<file path="src/rtl/core/adcsa_pkg.sv">
// ----------------------------------------------------------------------------
// adcsa_pkg
// Shared types and constants for the scan accumulator with SPI frame output.
// ----------------------------------------------------------------------------
`default_nettype none

package adcsa_pkg;

	localparam int NUM_CHANNELS  = 7;
	localparam int TIMEOUT_TICKS = 2;
	localparam int FRAME_BYTES   = 2 * NUM_CHANNELS;

	localparam int CH_W   = (NUM_CHANNELS > 1) ? $clog2(NUM_CHANNELS) : 1;
	localparam int PTR_W  = $clog2(FRAME_BYTES + 2);
	localparam int TICK_W = 2;
	localparam int SCAN_W = 7;
	localparam int SUM_W  = 16;
	localparam int ADC_W  = 10;

	localparam int APB_AW = 3;
	localparam int APB_DW = 32;

	// register byte offsets
	localparam logic [APB_AW-1:0] REG_SCANS_PER_RUN = 3'd0;
	localparam logic [SCAN_W-1:0] SCANS_RESET       = 7'd49;

	// action codes
	localparam logic [1:0] ACT_CONV = 2'd0;
	localparam logic [1:0] ACT_SPI  = 2'd1;
	localparam logic [1:0] ACT_TICK = 2'd2;

	// logical channel to converter input
	localparam logic [2:0] MUX_OF_CH [8] = '{3'd0, 3'd1, 3'd2, 3'd3, 3'd4, 3'd6, 3'd7, 3'd5};

	typedef struct packed {
		logic [1:0]       action;
		logic [ADC_W-1:0] adc_value;
	} in_item_t;

	typedef struct packed {
		logic       tx_load;
		logic [7:0] tx_byte;
		logic       adc_start;
		logic [2:0] adc_mux;
		logic       frame_done;
		logic       sampling;
	} out_item_t;

endpackage

`default_nettype wire

</file>
<file path="src/rtl/core/adc_scan_accumulate_spi_frame.sv">
// ----------------------------------------------------------------------------
// adc_scan_accumulate_spi_frame
// Seven-channel scan accumulator that serves its sums as an SPI frame.
// Order: a beat is held in the input register, and its result is written to
//   the result register, which drives the output channel directly.
// Throughput: one beat per cycle unless the output stalls; one add lane per
//   channel and the frame byte select sit between the input and result registers.
// Reset: arst_n clears sums, counters and handshake state at once; the block
//   comes up serving and scans_per_run reads 49.
// ----------------------------------------------------------------------------
`default_nettype none

module adc_scan_accumulate_spi_frame (
	input  wire logic                                  clk,
	input  wire logic                                  arst_n,
	// input channel
	input  wire logic                                  in_valid,
	output logic                                       in_stall,
	input  wire adcsa_pkg::in_item_t                   in_item,
	// output channel
	output logic                                       out_valid,
	input  wire logic                                  out_stall,
	output adcsa_pkg::out_item_t                       out_item,
	// configuration port
	input  wire logic                                  psel,
	input  wire logic                                  penable,
	input  wire logic                                  pwrite,
	input  wire logic [adcsa_pkg::APB_AW-1:0]          paddr,
	input  wire logic [adcsa_pkg::APB_DW-1:0]          pwdata,
	output logic [adcsa_pkg::APB_DW-1:0]               prdata,
	output logic                                       pready
);
	import adcsa_pkg::*;

	// input register
	logic     s1_valid;
	in_item_t s1_item;

	// result register
	logic      out_valid_q;
	out_item_t out_item_q;

	// block state
	logic [SUM_W-1:0]  sums_q [NUM_CHANNELS];
	logic [CH_W-1:0]   ch_idx_q;
	logic [SCAN_W-1:0] scan_cnt_q;
	logic [PTR_W-1:0]  byte_ptr_q;
	logic [TICK_W-1:0] idle_q;
	logic              run_q;
	logic [SCAN_W-1:0] scans_per_run_q;

	// next state from the working stage
	logic [SUM_W-1:0]  sums_d [NUM_CHANNELS];
	logic [CH_W-1:0]   ch_idx_d;
	logic [SCAN_W-1:0] scan_cnt_d;
	logic [PTR_W-1:0]  byte_ptr_d;
	logic [TICK_W-1:0] idle_d;
	logic              run_d;
	out_item_t         res;

	logic out_ready;
	logic advance;
	logic cfg_wr;

	localparam logic [PTR_W-1:0]  PTR_END = PTR_W'(FRAME_BYTES);
	localparam logic [TICK_W-1:0] T_LIM   = TICK_W'(TIMEOUT_TICKS);

	// Result register takes a beat when it is empty or being drained.
	assign out_ready = !out_valid_q || !out_stall;
	assign advance   = s1_valid && out_ready;
	assign in_stall  = s1_valid && !out_ready;

	assign out_valid = out_valid_q;
	assign out_item  = out_item_q;

	// --------------------------------------------------------------------
	// Configuration: single register at word 0, written on the access phase.
	// --------------------------------------------------------------------
	assign pready = 1'b1;
	assign cfg_wr = psel && penable && pwrite && pready && (paddr[2] == REG_SCANS_PER_RUN[2]);

	always_comb begin
		prdata = '0;
		if (paddr[2] == REG_SCANS_PER_RUN[2]) begin
			prdata = APB_DW'(scans_per_run_q);
		end
	end

	always_ff @(posedge clk or negedge arst_n) begin
		if (!arst_n) begin
			scans_per_run_q <= SCANS_RESET;
		end else if (cfg_wr) begin
			scans_per_run_q <= pwdata[SCAN_W-1:0];
		end
	end

	// --------------------------------------------------------------------
	// Input register: load whenever nothing holds it back.
	// --------------------------------------------------------------------
	always_ff @(posedge clk or negedge arst_n) begin
		if (!arst_n) begin
			s1_valid <= 1'b0;
		end else if (!in_stall) begin
			s1_valid <= in_valid;
		end
	end

	always_ff @(posedge clk) begin
		if (in_valid && !in_stall) begin
			s1_item <= in_item;
		end
	end

	// --------------------------------------------------------------------
	// Working stage: one add lane per channel plus the frame byte select.
	// --------------------------------------------------------------------
	always_comb begin
		logic [CH_W-1:0]   ch;
		logic [CH_W:0]     nxt_ch;
		logic [SCAN_W-1:0] sc_inc;
		logic [SCAN_W-1:0] limit;
		logic [TICK_W-1:0] it;
		logic [7:0]        ptr_byte;
		logic [CH_W-1:0]   hi_sel;

		ch       = (32'(ch_idx_q) >= NUM_CHANNELS) ? '0 : ch_idx_q;
		nxt_ch   = {1'b0, ch} + 1'b1;
		sc_inc   = scan_cnt_q + 1'b1;
		limit    = (scans_per_run_q == '0) ? SCAN_W'(1) : scans_per_run_q;
		it       = idle_q;
		ptr_byte = '0;
		hi_sel   = byte_ptr_q[PTR_W-1:1];

		// frame byte at the pointer, zero past the end
		for (int i = 0; i < NUM_CHANNELS; i++) begin
			if (byte_ptr_q < PTR_END && hi_sel == CH_W'(i)) begin
				ptr_byte = byte_ptr_q[0] ? sums_q[i][15:8] : sums_q[i][7:0];
			end
		end

		for (int i = 0; i < NUM_CHANNELS; i++) begin
			sums_d[i] = sums_q[i];
		end
		ch_idx_d   = ch_idx_q;
		scan_cnt_d = scan_cnt_q;
		byte_ptr_d = byte_ptr_q;
		idle_d     = idle_q;
		run_d      = run_q;
		res        = '0;

		if (s1_item.action == ACT_CONV && run_q) begin
			for (int i = 0; i < NUM_CHANNELS; i++) begin
				if (ch == CH_W'(i)) begin
					sums_d[i] = sums_q[i] + SUM_W'(s1_item.adc_value);
				end
			end
			if (32'(nxt_ch) < NUM_CHANNELS) begin
				ch_idx_d      = nxt_ch[CH_W-1:0];
				res.adc_start = 1'b1;
				res.adc_mux   = MUX_OF_CH[nxt_ch[CH_W-1:0]];
			end else begin
				ch_idx_d   = '0;
				scan_cnt_d = sc_inc;
				if (sc_inc >= limit) begin
					// run over: reload the frame from byte 0
					run_d       = 1'b0;
					res.tx_load = 1'b1;
					res.tx_byte = sums_d[0][7:0];
					byte_ptr_d  = PTR_W'(1);
				end else begin
					res.adc_start = 1'b1;
					res.adc_mux   = MUX_OF_CH[0];
				end
			end
		end else if (s1_item.action == ACT_SPI && !run_q) begin
			res.tx_load = 1'b1;
			res.tx_byte = ptr_byte;
			idle_d      = '0;
			if (byte_ptr_q == PTR_END) begin
				// frame complete: clear sums and start sampling
				res.frame_done = 1'b1;
				idle_d         = T_LIM;
				for (int i = 0; i < NUM_CHANNELS; i++) begin
					sums_d[i] = '0;
				end
				run_d         = 1'b1;
				scan_cnt_d    = '0;
				ch_idx_d      = '0;
				res.adc_start = 1'b1;
				res.adc_mux   = MUX_OF_CH[0];
			end
			if (byte_ptr_q <= PTR_END) begin
				byte_ptr_d = byte_ptr_q + 1'b1;
			end
		end else if (s1_item.action == ACT_TICK && !run_q) begin
			if (it < T_LIM) begin
				it = it + 1'b1;
			end
			idle_d = it;
			if (it == T_LIM) begin
				// link idle: restart the frame
				res.tx_load = 1'b1;
				res.tx_byte = sums_q[0][7:0];
				byte_ptr_d  = PTR_W'(1);
			end
		end

		res.sampling = run_d;
	end

	// --------------------------------------------------------------------
	// State and result registers: advance only when a beat is held and the result register can take it.
	// --------------------------------------------------------------------
	always_ff @(posedge clk or negedge arst_n) begin
		if (!arst_n) begin
			for (int i = 0; i < NUM_CHANNELS; i++) begin
				sums_q[i] <= '0;
			end
			ch_idx_q   <= '0;
			scan_cnt_q <= '0;
			byte_ptr_q <= '0;
			idle_q     <= '0;
			run_q      <= 1'b0;
		end else if (advance) begin
			for (int i = 0; i < NUM_CHANNELS; i++) begin
				sums_q[i] <= sums_d[i];
			end
			ch_idx_q   <= ch_idx_d;
			scan_cnt_q <= scan_cnt_d;
			byte_ptr_q <= byte_ptr_d;
			idle_q     <= idle_d;
			run_q      <= run_d;
		end
	end

	always_ff @(posedge clk or negedge arst_n) begin
		if (!arst_n) begin
			out_valid_q <= 1'b0;
		end else if (out_ready) begin
			out_valid_q <= s1_valid;
		end
	end

	always_ff @(posedge clk) begin
		if (advance) begin
			out_item_q <= res;
		end
	end

`ifndef NO_ASSERTIONS
	a_done_starts_run: assert property (@(posedge clk) disable iff (!arst_n)
		out_valid_q && out_item_q.frame_done |-> out_item_q.sampling && out_item_q.adc_start)
		else $error("frame end without run start");

	a_start_only_sampling: assert property (@(posedge clk) disable iff (!arst_n)
		out_valid_q && out_item_q.adc_start |-> out_item_q.sampling)
		else $error("conversion started while serving");

	a_load_while_sampling: assert property (@(posedge clk) disable iff (!arst_n)
		out_valid_q && out_item_q.tx_load && out_item_q.sampling |-> out_item_q.frame_done)
		else $error("byte loaded during a run");

	a_ptr_range: assert property (@(posedge clk) disable iff (!arst_n)
		byte_ptr_q <= PTR_END + 1'b1)
		else $error("byte pointer past saturation");

	a_stall_holds_stage: assert property (@(posedge clk) disable iff (!arst_n)
		in_stall |=> s1_valid && $stable(s1_item))
		else $error("input register lost a stalled beat");
`endif

endmodule

`default_nettype wire

</file>
<file path="config.mk">
export PLATFORM = sky130hd
export DESIGN_NAME = adc_scan_accumulate_spi_frame
export DESIGN_NICKNAME = d
export VERILOG_FILES = /design/src/rtl/core/adcsa_pkg.sv /design/src/rtl/core/adc_scan_accumulate_spi_frame.sv
export SDC_FILE = /design/constraint.sdc
export NUM_CORES = 1
export LEC_CHECK = 0
export BUFFER_PORTS_ARGS = -buffer_cell sky130_fd_sc_hd__buf_2
export CAP_MARGIN = 25
export CELL_PAD_IN_SITES_DETAIL_PLACEMENT = 1
export CELL_PAD_IN_SITES_GLOBAL_PLACEMENT = 1
export CORE_UTILIZATION = 30
export CTS_CLUSTER_SIZE = 12
export DETAILED_ROUTE_END_ITERATION = 10
export PLACE_DENSITY = 0.59
export SLEW_MARGIN = 20
export SYNTH_ARGS = -nofsm -noshare
export SYNTH_HDL_FRONTEND = slang
export SYNTH_SLANG_ARGS = --single-unit
</file>
<file path="constraint.sdc">
create_clock -name clk -period 7.6 [get_ports clk]
set_input_delay 0.38 -clock clk [delete_from_list [all_inputs] [get_ports clk]]
set_output_delay 0.38 -clock clk [all_outputs]
set_load 0.05 [all_outputs]
</file>
# Yosys cells after proc, flatten, opt, wreduce, memory -nomap -nowiden
# Memory sizes are Yosys's and may differ from the RTL's.
# Index checks and enable logic that the tools add are counted.
classes:
  n_addsub: 11
  mux: 66
  n_bitwise: 4
  multipliers: 0
  div_mod_pow: 0
  order_cmp: 7
  eq_ne: 26
  n_reduce_logical: 43
  n_shift: 0
ops:
  columns: ["operator", "n"]
  rows:
  - ["$mux W112", 3]
  - ["$add A16 B10 Y16", 7]
  - ["$mux W16", 7]
  - ["$mux W8", 14]
  - ["$mux W9", 5]
  - ["$mux W7", 6]
  - ["$mux W4", 9]
  - ["$reduce_and A4 Y1", 8]
  - ["$mux W3", 7]
  - ["$eq A3 B3 Y1 const B", 6]
  - ["$logic_and A1 B1 Y1", 16]
  - ["$ne A2 B1 Y1 const B", 8]
  - ["$mux W2", 7]
  - ["$mux W13", 1]
  - ["$eq A3 B2 Y1 const B", 4]
  - ["$mux W5", 2]
  - ["$add A7 B1 Y7 const B", 1]
  - ["$ge A7 B7 Y1", 1]
  - ["$logic_not A7 Y1", 1]
  - ["$eq A3 B1 Y1 const B", 2]
  - ["$logic_not A3 Y1", 2]
  - ["$reduce_and A3 Y1", 2]
  - ["$reduce_and A6 Y1", 1]
  - ["$reduce_bool A2 Y1", 3]
  - ["other kinds (22)", 34]
word_totals:
  mem_bits_rw: 0
  latch_bits: 0
  input_bits: 54
  word_cells: 182
  register_bits: 165
  mem_bits_ro: 24
  n_memories: 1
  output_inout_bits: 50
memory_table:
  columns: ["memory", "words", "width", "read_ports", "rd_ports_with_merged_regs", "wr", "line", "rtl"]
  rows:
  - ["(no name shown)", 8, 3, 1, 0, 0, "adc_scan_accumulate_spi_frame.sv:160", "res.adc_mux = MUX_OF_CH[nxt_ch[CH_W-1:0]];"]

# Longest topological paths before layout
# Gate-level depths: netlist (run 1).
depth:
  ltp_word: 11
  depth_mapped: 12
  ltp_nobuf: 11

# Least setup slack after synthesis (run 1)
# Ideal clock, no wire load.
synth_timing:
  path_type: "register to register"
  startpoint: "reg scans_per_run_q[4]"
  endpoint: "reg out_item_q, in the netlist out_item[8], data pin"
  n_path_buf: 1
  stages_incl_launch_ff: 11
  setup_time_ns: 0.256
  setup_slack_ns: 4.735
  arrival_time_ns: 2.608
  cell_sequence: "dfstp_2 nor4_1 a31o_2 ha_1 nand2b_1 a2111oi_0 nor4_1 o21a_1 or2_2 clkbuf_1 a22o_1"
synth_rtl:
  columns: ["element", "line", "rtl"]
  rows:
  - ["start: declaration", "adc_scan_accumulate_spi_frame.sv:50", "logic [SCAN_W-1:0] scans_per_run_q;"]
  - ["start signal: assignment", "adc_scan_accumulate_spi_frame.sv:93", "scans_per_run_q <= pwdata[SCAN_W-1:0];"]
  - ["end signal: assignment", "adc_scan_accumulate_spi_frame.sv:246", "out_item_q <= res;"]
  - ["end: declaration", "adc_scan_accumulate_spi_frame.sv:41", "out_item_t out_item_q;"]

# Worst setup path in the final report (run 1)
layout_timing:
  startpoint: "reg byte_ptr_q[2]"
  endpoint: "reg sums_q[93] (netlist name)"
layout_between:
  elab_chain_len: 3
layout_lines:
  columns: ["element", "line", "rtl"]
  rows:
  - ["start: declaration", "adc_scan_accumulate_spi_frame.sv:47", "logic [PTR_W-1:0] byte_ptr_q;"]
  - ["start signal: assignment", "adc_scan_accumulate_spi_frame.sv:230", "byte_ptr_q <= byte_ptr_d;"]
  - ["$eq A4 B4 Y1", "adc_scan_accumulate_spi_frame.sv:179", "if (byte_ptr_q == PTR_END) begin"]
  - ["$reduce_bool A2 Y1 (no line)", null, null]
  - ["$reduce_and A4 Y1 (no line)", null, null]
  - ["end signal: indexed assignment", "adc_scan_accumulate_spi_frame.sv:226", "sums_q[i] <= sums_d[i];"]
  - ["end: declaration", "adc_scan_accumulate_spi_frame.sv:44", "logic [SUM_W-1:0] sums_q [NUM_CHANNELS];"]
# No other way between the ends.
# A chain may end at the register's enable or synchronous reset.

==> results of run 1 <==
-- cell usage in the layout, fill, tap and decap left out, types with 10 or more instances in the layout --
cell type,instances
buf_4,15
ha_1,86
inv_1,33
dfrtp_1,134
nand3_1,43
or4_1,10
o211ai_1,10
xnor2_1,30
edfxtp_1,27
conb_1,26
nor4_1,12
mux2i_1,58
buf_2,49
a211oi_1,34
o31ai_1,20
clkbuf_16,17
xor2_1,29
o21a_1,12
mux2_2,11
a21o_1,22
nand2_1,112
o21ai_0,98
o22ai_1,18
nor2_1,84
a21oi_1,56
a22o_1,24
nor3_1,30
o21bai_1,10
or3_1,17
nand2b_1,12
-- state kept, by name (all words and copies together) (netlist names) --
name,count
s1_valid,1
run_q,1
scan_cnt_q,7
ch_idx_q,3
scans_per_run_q,7
out_item,15
byte_ptr_q,4
out_valid,1
s1_item,12
idle_q,2
sums_q,112
-- layout make-up --
cell class | count | share of cell area
Timing Repair Buffer | 65 | 0.0289
Inverter | 34 | 0.00998
Sequential cell | 165 | 0.334
Tap cell | 511 | 0.0500
Clock buffer | 22 | 0.0371
Multi-Input combinational cell | 985 | 0.531
Clock inverter | 10 | 0.00949
-- final timing paths --
path	slack [ps]	endpoint	start
setup reg to reg	4020	sums_q[93]	byte_ptr_q[2]
hold reg to reg	470	out_valid	s1_valid
max in group asynchronous	6250	sums_q[67]	arst_n
min in group clk	100	s1_item[8]	in_item[8]
setup / recovery	4020	sums_q[93]	byte_ptr_q[2]
hold / removal	-20	sums_q[20]	arst_n
-- metal layers --
layer | vias up | wire length, um
met2 | 118 | 17000
met3 | 29 | 959
li1 | 4598 | -
met1 | 4830 | 17700
met5 | - | 0
met4 | 0 | 528
-- worst register-to-register path, delay by kind of cell (launching register included) --
family                 cells  cell delay, ps
and+or+nand+nor            4            1730
DFF                        1             920
buffers and inverters      2             710
AOI/OAI and AO/OA          1             150
-- report_power, final --
group	internal (mW)	switching (mW)	leakage [nW]
logic	0.213	0.411	3.33
clock network	0.512	0.395	0.287
registers	0.946	0.0884	2.15
total	1.67	0.894	5.76
-- kinds of logic (layout without fill, tap and decap cells) --
kind of cell	Yosys count	count (layout)
XOR/XNOR	59	59
adder cells (fa/ha/maj)	93	93
buffers and inverters	103	131
AND/OR/NAND/NOR	376	376
multiplexers	69	69
other	2	26
AO/OA/AOI/OAI	362	362
flip-flops	165	165
-- per-stage QoR --
step	instance area [sq um]	hold WS, ps
CTS	12800	18.6
global placement	12200	450
global route	12800	47.4
floorplan	11600	84.4
finish	12800	-16.8
detailed placement	12200	464
==> reports/summary.txt, run 1 <==
Period minus WS final = 3580 ps
largest net degree at the start of global routing = 81
Max Root-Sink Buffers = 2
slowest stage delay, CP = 920 ps
R2R depth = 7
final hold viol count = 4
Placer Congestion = 0.835
Placed Cells incl. Taps = 1759
Synth Register Bits = 165
sequential-to-total area share from yosys stat = 0.372
htree depth = 4
Syn Inst Count = 1229
Synth area leaders = dfrtp_1 (29%), ha_1 (9.4%), edfxtp_1 (7.1%)
complex-gate fraction of the synthesized area = 0.210
CTS clk-pin slew, worst paths = 70 ps
Crit path depth = 7
CP cell instances = nand3_1 -> nor3_4 -> buf_4 -> nor2_1 -> buf_4 -> or4_1 -> a21oi_1
final period utilization = 0.471
critical path fanouts, max = 27
drt via density = 5.34
vias in the first global route = 9904
RSZ-0062 raised after global routing = false
Critical-path top delay cell = dfrtp_1
std cell rows = 71
initial antenna violation count = 0
CP arrival = 3960 ps
maximum VDD drop = 202 uV
PortBufs = 50
setup bufs post-CTS = 0
Max Fclk = 0.279 GHz
share of the synthesized area in the top cell type = 0.295
routing usage on met2 = 0.317
Die Y = 197 um
Final #Nets = 1415
CTS tree = built
Post-Route WL = 36200 um
clk root buf = clkbuf_16
relative max-transition margin = 0.300
Final Non-Filler Cells = 1792
crit path kind = register to register
most numerous cell on the critical path = buf_4
Starting Density = 0.304
commonest cells in the synthesized netlist = dfrtp_1 (135), nand2_1 (112), o21ai_0 (98)
post-synthesis xor/xnor area fraction = 0.0451
wire per inst = 20.2 um
Startpoint Class = register
required time of the critical path = 7980 ps
Synth Area in Adders = 0.106
Synth area leader = dfrtp_1
Buf/Inv on CP = 2
outcome = finished, violations left
Post-CTS Hold Fix Bufs = 0
total number of vias = 9575
largest family of logic cells by synthesized area = compound AO/OA/AOI/OAI gates
First-pass DRT Iterations = 4
core area = 0.0377 sq mm
Least-Margin Pin Slew = 1040 ps
Synth Area in Simple Gates = 0.160
CP delay by family, top = simple AND/OR/NAND/NOR gates
Die Area = 0.0390 sq mm
main flop type after synthesis = dfrtp_1
met3 global-route usage = 0.0297
cell with the most instances after synthesis = dfrtp_1
fraction of final layout cells sized beyond drive strength 1 = 0.101
Tot GR Track Use = 0.195
Final setup viols = 0
Avg Inst Size Synth = 9.33 sq um
Multi-input gate area = 0.00679 sq mm
violated checks = hold timing
MaxCap Viol Count = 0
Sink Count = 165
TritonCTS buffer count = 17
Hold Path Class = input port to async pin
Yosys warning total = 0
Leakage Power = 5.76 nW
post_cts resized = 0
post-synthesis mux area share = 0.0615
Worst Clk Skew = 13.8 ps
HPWL Detailed = 26000 um
DRC errors left = 0
Post-synth EDFFs = 27
Place WS = 3940 ps
Area growth, synth to finish = 11.6%
fin util = 0.339
count of cell types in the netlist = 75
pwr dens = 201 mW/mm^2
setup TNS = 0 ps
Reg area = 0.00427 sq mm
Syn Std Cell Area = 0.0115 sq mm
met1 usage = 0.269
Initial DRC Count = 520
Die X = 197 um
Crit. End Element = register
Total Power = 2.57 mW
first-pass GRT wire length = 57700 um
IO Pins = 104
# fillers = 4423
Post-synth ARST share = 0.836
DRT antenna net count = 0
clk_lat worst skew = 460 ps
hold_ws = -16.8 ps
grt total ovfl = 0
setup ws final = 4020 ps
busiest grt layer = met2
Slew Limit Fails = 0
# diodes = 0
Note: power is estimated with default switching activity, not from simulation.
==> inputs of run 2 (changes only) <==
- clock period: 7.6 -> 3.7 ns (I/O delays scaled with it)
==> run 2 against run 1 <==
  * The run now ends clean
  * Clock power up 110%
  * Combinational power up 120%
  * Total power up 110%
  * Non-clock buffer count up 40
  * Via count is 1.4% higher
  * Critical path type unchanged
  * Highest routed layer unchanged
==> reports/summary.txt, run 2 (synthesis gave the netlist of run 1 again) <==
final period utilization = 0.907 (+0.436)
drt via density = 5.30 (-0.74%)
crit path kind = register to register
Post-CTS Hold Fix Bufs = 22 (+22)
Least-Margin Pin Slew = 947 ps (-89.3 ps)
CTS tree = built
vias in the first global route = 10064 (+1.6%)
Largest register FFs = 112 (unchanged)
total number of vias = 9711 (+1.4%)
commonest non-fill, non-tap cell in the layout = dfrtp_1
Area growth, synth to finish = 14.8%
# diodes = 0 (unchanged)
wire per inst = 20.1 um (-0.48%)
Die Area = 0.0390 sq mm (unchanged)
MaxCap Viol Count = 0 (unchanged)
Die X = 197 um (unchanged)
setup TNS = 0 ps (unchanged)
Switch Pwr = 1.82 mW (+100%)
DRT antenna net count = 0 (unchanged)
final hold viol count = 0 (-4)
outcome = finished clean
PortBufs = 50 (unchanged)
critical path fanouts, max = 6 (-78%)
htree depth = 4 (unchanged)
required time of the critical path = 3910 ps (-4070 ps)
Max Root-Sink Buffers = 2 (unchanged)
Placer Congestion = 0.805 (-3.7%)
initial antenna violation count = 0 (unchanged)
Worst Clk Skew = 12.4 ps (-1.44 ps)
Internal Dissipation = 3.50 mW (+110%)
maximum VDD drop = 372 uV (+84%)
TritonCTS buffer count = 17 (unchanged)
Sw Share = 0.342 (-0.00612)
clock network fraction of design power = 0.351 (-0.003)
DRC errors left = 0 (unchanged)
relative max-transition margin = 0.369 (+0.0690)
Final #Nets = 1455 (+2.8%)
clk_lat worst skew = 450 ps (about the same)
pwr dens = 405 mW/mm^2 (+100%)
setup bufs post-CTS = 0 (unchanged)
Starting Density = 0.304 (unchanged)
DP Area = 0.0123 sq mm (+1.4%)
Max Fclk = 0.298 GHz (+6.7%)
fraction of final layout cells sized beyond drive strength 1 = 0.109 (+0.00839)
First-pass DRT Iterations = 5 (+1)
std cell rows = 71 (unchanged)
IO Pins = 104 (unchanged)
grt total ovfl = 0 (unchanged)
Tot GR Track Use = 0.197 (+0.00217)
Post-Route WL = 36800 um (+1.7%)
CP arrival = 3560 ps (-400 ps)
Final setup viols = 0 (unchanged)
CTS clk-pin slew, worst paths = 70 ps (about the same)
Initial DRC Count = 463 (-11%)
Leakage Power = 5.95 nW (+3.2%)
RSZ-0062 raised after global routing = false
Slew Limit Fails = 0 (unchanged)
final instance area = 0.0132 sq mm (+2.9%)
Period minus WS final = 3360 ps (-226 ps)
clk root buf = clkbuf_16
Sink Count = 165 (unchanged)
core area = 0.0377 sq mm (unchanged)
Hold Path Class = input port to register
first-pass GRT wire length = 58300 um (+0.98%)
largest reg by FF count = sums_q
most frequent cells in the layout = dfrtp_1 (134), nand2_1 (112), o21ai_0 (98), ha_1 (86), nor2_1 (84)
Flop pwr share = 0.388 (-0.015)
largest net degree at the start of global routing = 88 (+8.6%)
Logic pwr share = 0.261 (+0.018)
HPWL Detailed = 27000 um (+4.0%)
post_cts resized = 0 (unchanged)
Crit. End Element = register
Startpoint Class = register
Die Y = 197 um (unchanged)
-- run 2: cell count changes in the layout (fill, tap and decap cells not counted), sizes merged --
cell	change
clkinvlp	-1
dlygate4sd3	+22
bufinv	+1
inv	-1
buf	+18
-- run 2: cell type report --
cell class	instances	area, sq um
flip-flops and latches	165	4270
clock inverters	9	131
multi-input cells	985	6790
inverters	34	128
well taps	511	639
clock buffers	22	454
repair buffers	105	749
fillers	4406	24500
-- run 2: power groups by stage --
| stage | Clock, mW | Combinational [mW] | Sequential (mW) |
|---|---|---|---|
| after floorplan | 0 | 0.958 | 2.10 |
| after global placement | 0 | 1.37 | 2.10 |
| after detailed placement | 0 | 1.38 | 2.10 |
| after CTS | 1.93 | 1.40 | 2.07 |
| after global routing | 1.98 | 1.51 | 2.08 |
| final | 1.87 | 1.39 | 2.07 |
-- run 2: stage by stage --
stage	worst slack (ps)	hold WS [ps]	total power, mW	cells	util
6_report	344	364	5.33	1831	0.349
5_1_grt	198	434	5.57	1831	0.349
4_1_cts	426	365	5.39	1831	0.349
3_5_place_dp	479	364	3.48	1778	0.328
3_3_place_gp	543	356	3.46	1777	0.328
2_1_floorplan	835	-111	3.06	1253	-
-- run 2: worst paths after layout --
| kind | startpoint | endpoint | slack [ps] | cells past startpoint |
|---|---|---|---|---|
| max | scans_per_run_q[1] | out_item[8] | 340 | 9 |
| min | pwrite | scans_per_run_q[0] | 360 | 3 |
| max reg2reg | scans_per_run_q[1] | out_item[8] | 340 | 9 |
| min reg2reg | s1_valid | out_valid | 480 | 1 |
| max in group asynchronous | arst_n | sums_q[79] | 2460 | 3 |
| min in group asynchronous | arst_n | sums_q[19] | 400 | 2 |
-- run 2: layer usage --
metal / track usage / part of all wire / up-vias / wire [um]
li1: - / - / 4674 / -
met1: 0.269 / 0.48 / 4910 / 17800
met2: 0.326 / 0.48 / 104 / 17500
met3: 0.0306 / 0.027 / 23 / 996
met4: 0.0434 / 0.012 / 0 / 456
met5: 0 / 0 / - / 0
-- run 2: critical path, stage by stage (launching register included) --
cell and delay (ps):
dfrtp_1 400, nor4_1 360, a31o_2 210, ha_1 210, nand2b_1 140, a2111oi_0 790
nor4_1 100, o21a_1 290, or2_2 370, a22o_1 240
==> inputs of run 3 (changes only) <==
- CTS_BUF_LIST: unset -> sky130_fd_sc_hd__clkbuf_4 sky130_fd_sc_hd__clkbuf_8
==> run 3 against run 2 <==
  * Maximum frequency increased by 3.6%
  * Sequential share of layout area increased by 0.42 points
  * Global-route usage about the same
  * Clock skew increased by 6.2 ps
  * Register-to-register slack improved by 120 ps
  * Via count decreased by 0.18%
  * Combinational power about the same
  * Sequential power about the same
  * Sequential cell count unchanged
  * First-iteration DRC count increased by 11%
  * Die area unchanged
  * Largest power group unchanged
  * Clock power decreased by 22%
==> reports/summary.txt, run 3 (synthesis gave the netlist of run 1 again) <==
Sw Share = 0.361 (+0.0188)
CTS tree = built
MaxCap Viol Count = 0 (unchanged)
RSZ-0062 raised after global routing = false
First-pass DRT Iterations = 7 (+2)
Die Y = 197 um (unchanged)
met2 WL = 17500 um (-0.31%)
Area growth, synth to finish = 13.3%
Crit. End Element = register
TritonCTS buffer count = 17 (unchanged)
total number of vias = 9694 (-0.18%)
commonest non-fill, non-tap cell in the layout = dfrtp_1
Final Non-Filler Cells = 1832 (+0.055%)
most frequent cells in the layout = dfrtp_1 (134), nand2_1 (112), o21ai_0 (98), ha_1 (86), nor2_1 (84)
initial antenna violation count = 0 (unchanged)
relative max-transition margin = 0.375 (+0.00620)
htree depth = 4 (unchanged)
IO Pins = 104 (unchanged)
CP cell instances = nor4_1 -> a31o_2 -> ha_1 -> nand2b_1 -> a2111oi_0 -> nor4_1 -> o21a_1 -> or2_2 -> a22o_1
Critical-path top delay cell = a2111oi_0
outcome = finished clean
Tot GR Track Use = 0.197 (-0.000339)
clk root buf = clkbuf_8
Sink Count = 165 (unchanged)
highest metal used = met4
# diodes = 0 (unchanged)
Placer Congestion = 0.805 (unchanged)
crit path kind = register to register
HPWL Detailed = 27000 um (unchanged)
Largest register FFs = 112 (unchanged)
slowest stage delay, CP = 730 ps (-60 ps)
Final setup viols = 0 (unchanged)
largest reg by FF count = sums_q
Worst Clk Skew = 18.6 ps (+6.19 ps)
DR WL met3 = 915 um (-8.1%)
Post-Route WL = 36700 um (-0.30%)
Max Fclk = 0.309 GHz (+3.6%)
Slew Limit Fails = 0 (unchanged)
fraction of final layout cells sized beyond drive strength 1 = 0.112 (+0.00295)
Leakage Power = 5.88 nW (-1.2%)
clk_lat worst skew = 510 ps (+60 ps)
DRT antenna net count = 0 (unchanged)
wire per inst = 20.0 um (-0.35%)
core area = 0.0377 sq mm (unchanged)
CP arrival = 3510 ps (-50 ps)
Buf/Inv on CP = 0 (unchanged)
Die Area = 0.0390 sq mm (unchanged)
Logic pwr share = 0.284 (+0.023)
Startpoint Class = register
most numerous cell on the critical path = nor4_1
final hold viol count = 0 (unchanged)
Starting Density = 0.304 (unchanged)
critical path fanouts, max = 6 (unchanged)
Placed Cells incl. Taps = 1778 (unchanged)
post_cts resized = 0 (unchanged)
Least-Margin Pin Slew = 937 ps (-9.30 ps)
maximum VDD drop = 295 uV (-21%)
grt total ovfl = 0 (unchanged)
clock network fraction of design power = 0.296 (-0.055)
std cell rows = 71 (unchanged)
PortBufs = 50 (unchanged)
Met1 Wirelength = 17800 um (about the same)
largest net degree at the start of global routing = 88 (unchanged)
DRC errors left = 0 (unchanged)
hold_ws = 326 ps (-38.1 ps)
first-pass GRT wire length = 58100 um (-0.26%)
final period utilization = 0.875 (-0.0316)
Hold Path Class = input port to register
vias in the first global route = 10073 (+0.089%)
drt via density = 5.29 (-0.23%)
Max Root-Sink Buffers = 2 (unchanged)
setup TNS = 0 ps (unchanged)
Switch Pwr = 1.77 mW (-2.8%)
Period minus WS final = 3240 ps (-117 ps)
Die X = 197 um (unchanged)
Final #Nets = 1456 (+0.069%)
pwr dens = 378 mW/mm^2 (-6.6%)
Flop pwr share = 0.420 (+0.032)
Internal Dissipation = 3.14 mW (-10%)
CP delay by family, top = compound AO/OA/AOI/OAI gates
CTS clk-pin slew, worst paths = 100 ps (+30 ps)
required time of the critical path = 3970 ps (+60 ps)
Initial DRC Count = 512 (+11%)
run 3: layout make-up:
type	instances	area, sq um
clock buffer	22	278
clock inverter	9	131
fill	4428	24700
inverter	34	128
multi-input combinational	985	6790
sequential	165	4270
tap	511	639
timing repair buffer	106	759
run 3: per-layer routing:
metal,GRT usage,vias to the layer above
li1,-,4671
met1,0.269,4888
met2,0.325,104
met3,0.0299,31
met4,0.0451,0
met5,0,-
run 3: worst register-to-register path: cells and delay by family (launching register included):
kind	cells	cell delay, ps
compound gates	4	1470
simple gates	4	930
flops	1	410
fa+ha+maj	1	210
run 3: stage by stage:
stage | area (sq um) | utilization | power (mW) | setup WS [ps]
after global placement | 12300 | 0.328 | 3.46 | 543
after CTS | 13000 | 0.345 | 4.97 | 469
after detailed placement | 12300 | 0.328 | 3.48 | 479
final | 13000 | 0.345 | 4.91 | 461
after floorplan | 11600 | - | 3.06 | 835
after global routing | 13000 | 0.345 | 5.15 | 252
run 3: path summary, 6_finish.rpt:
check	from	end	slack [ps]	cells past startpoint
min	pwrite	scans_per_run_q[0]	330	3
max in group asynchronous	arst_n	sums_q[79]	2520	3
max	scans_per_run_q[1]	out_item[8]	460	9
min reg2reg	s1_valid	out_valid	490	1
min in group asynchronous	arst_n	sums_q[19]	340	2
max reg2reg	scans_per_run_q[1]	out_item[8]	460	9
run 3: timing repair:
action | CTS | global route
buffers inserted | 0 | 0
endpoints found under the hold margin | 104 | 0
hold buffers | 23 | 0
run 3: power by group through the flow:
stage | Clock (mW) | Combinational, mW | Sequential [mW]
floorplan | 0 | 0.958 | 2.10
global placement | 0 | 1.37 | 2.10
detailed placement | 0 | 1.38 | 2.10
CTS | 1.50 | 1.40 | 2.07
global route | 1.56 | 1.51 | 2.08
finish | 1.45 | 1.39 | 2.06
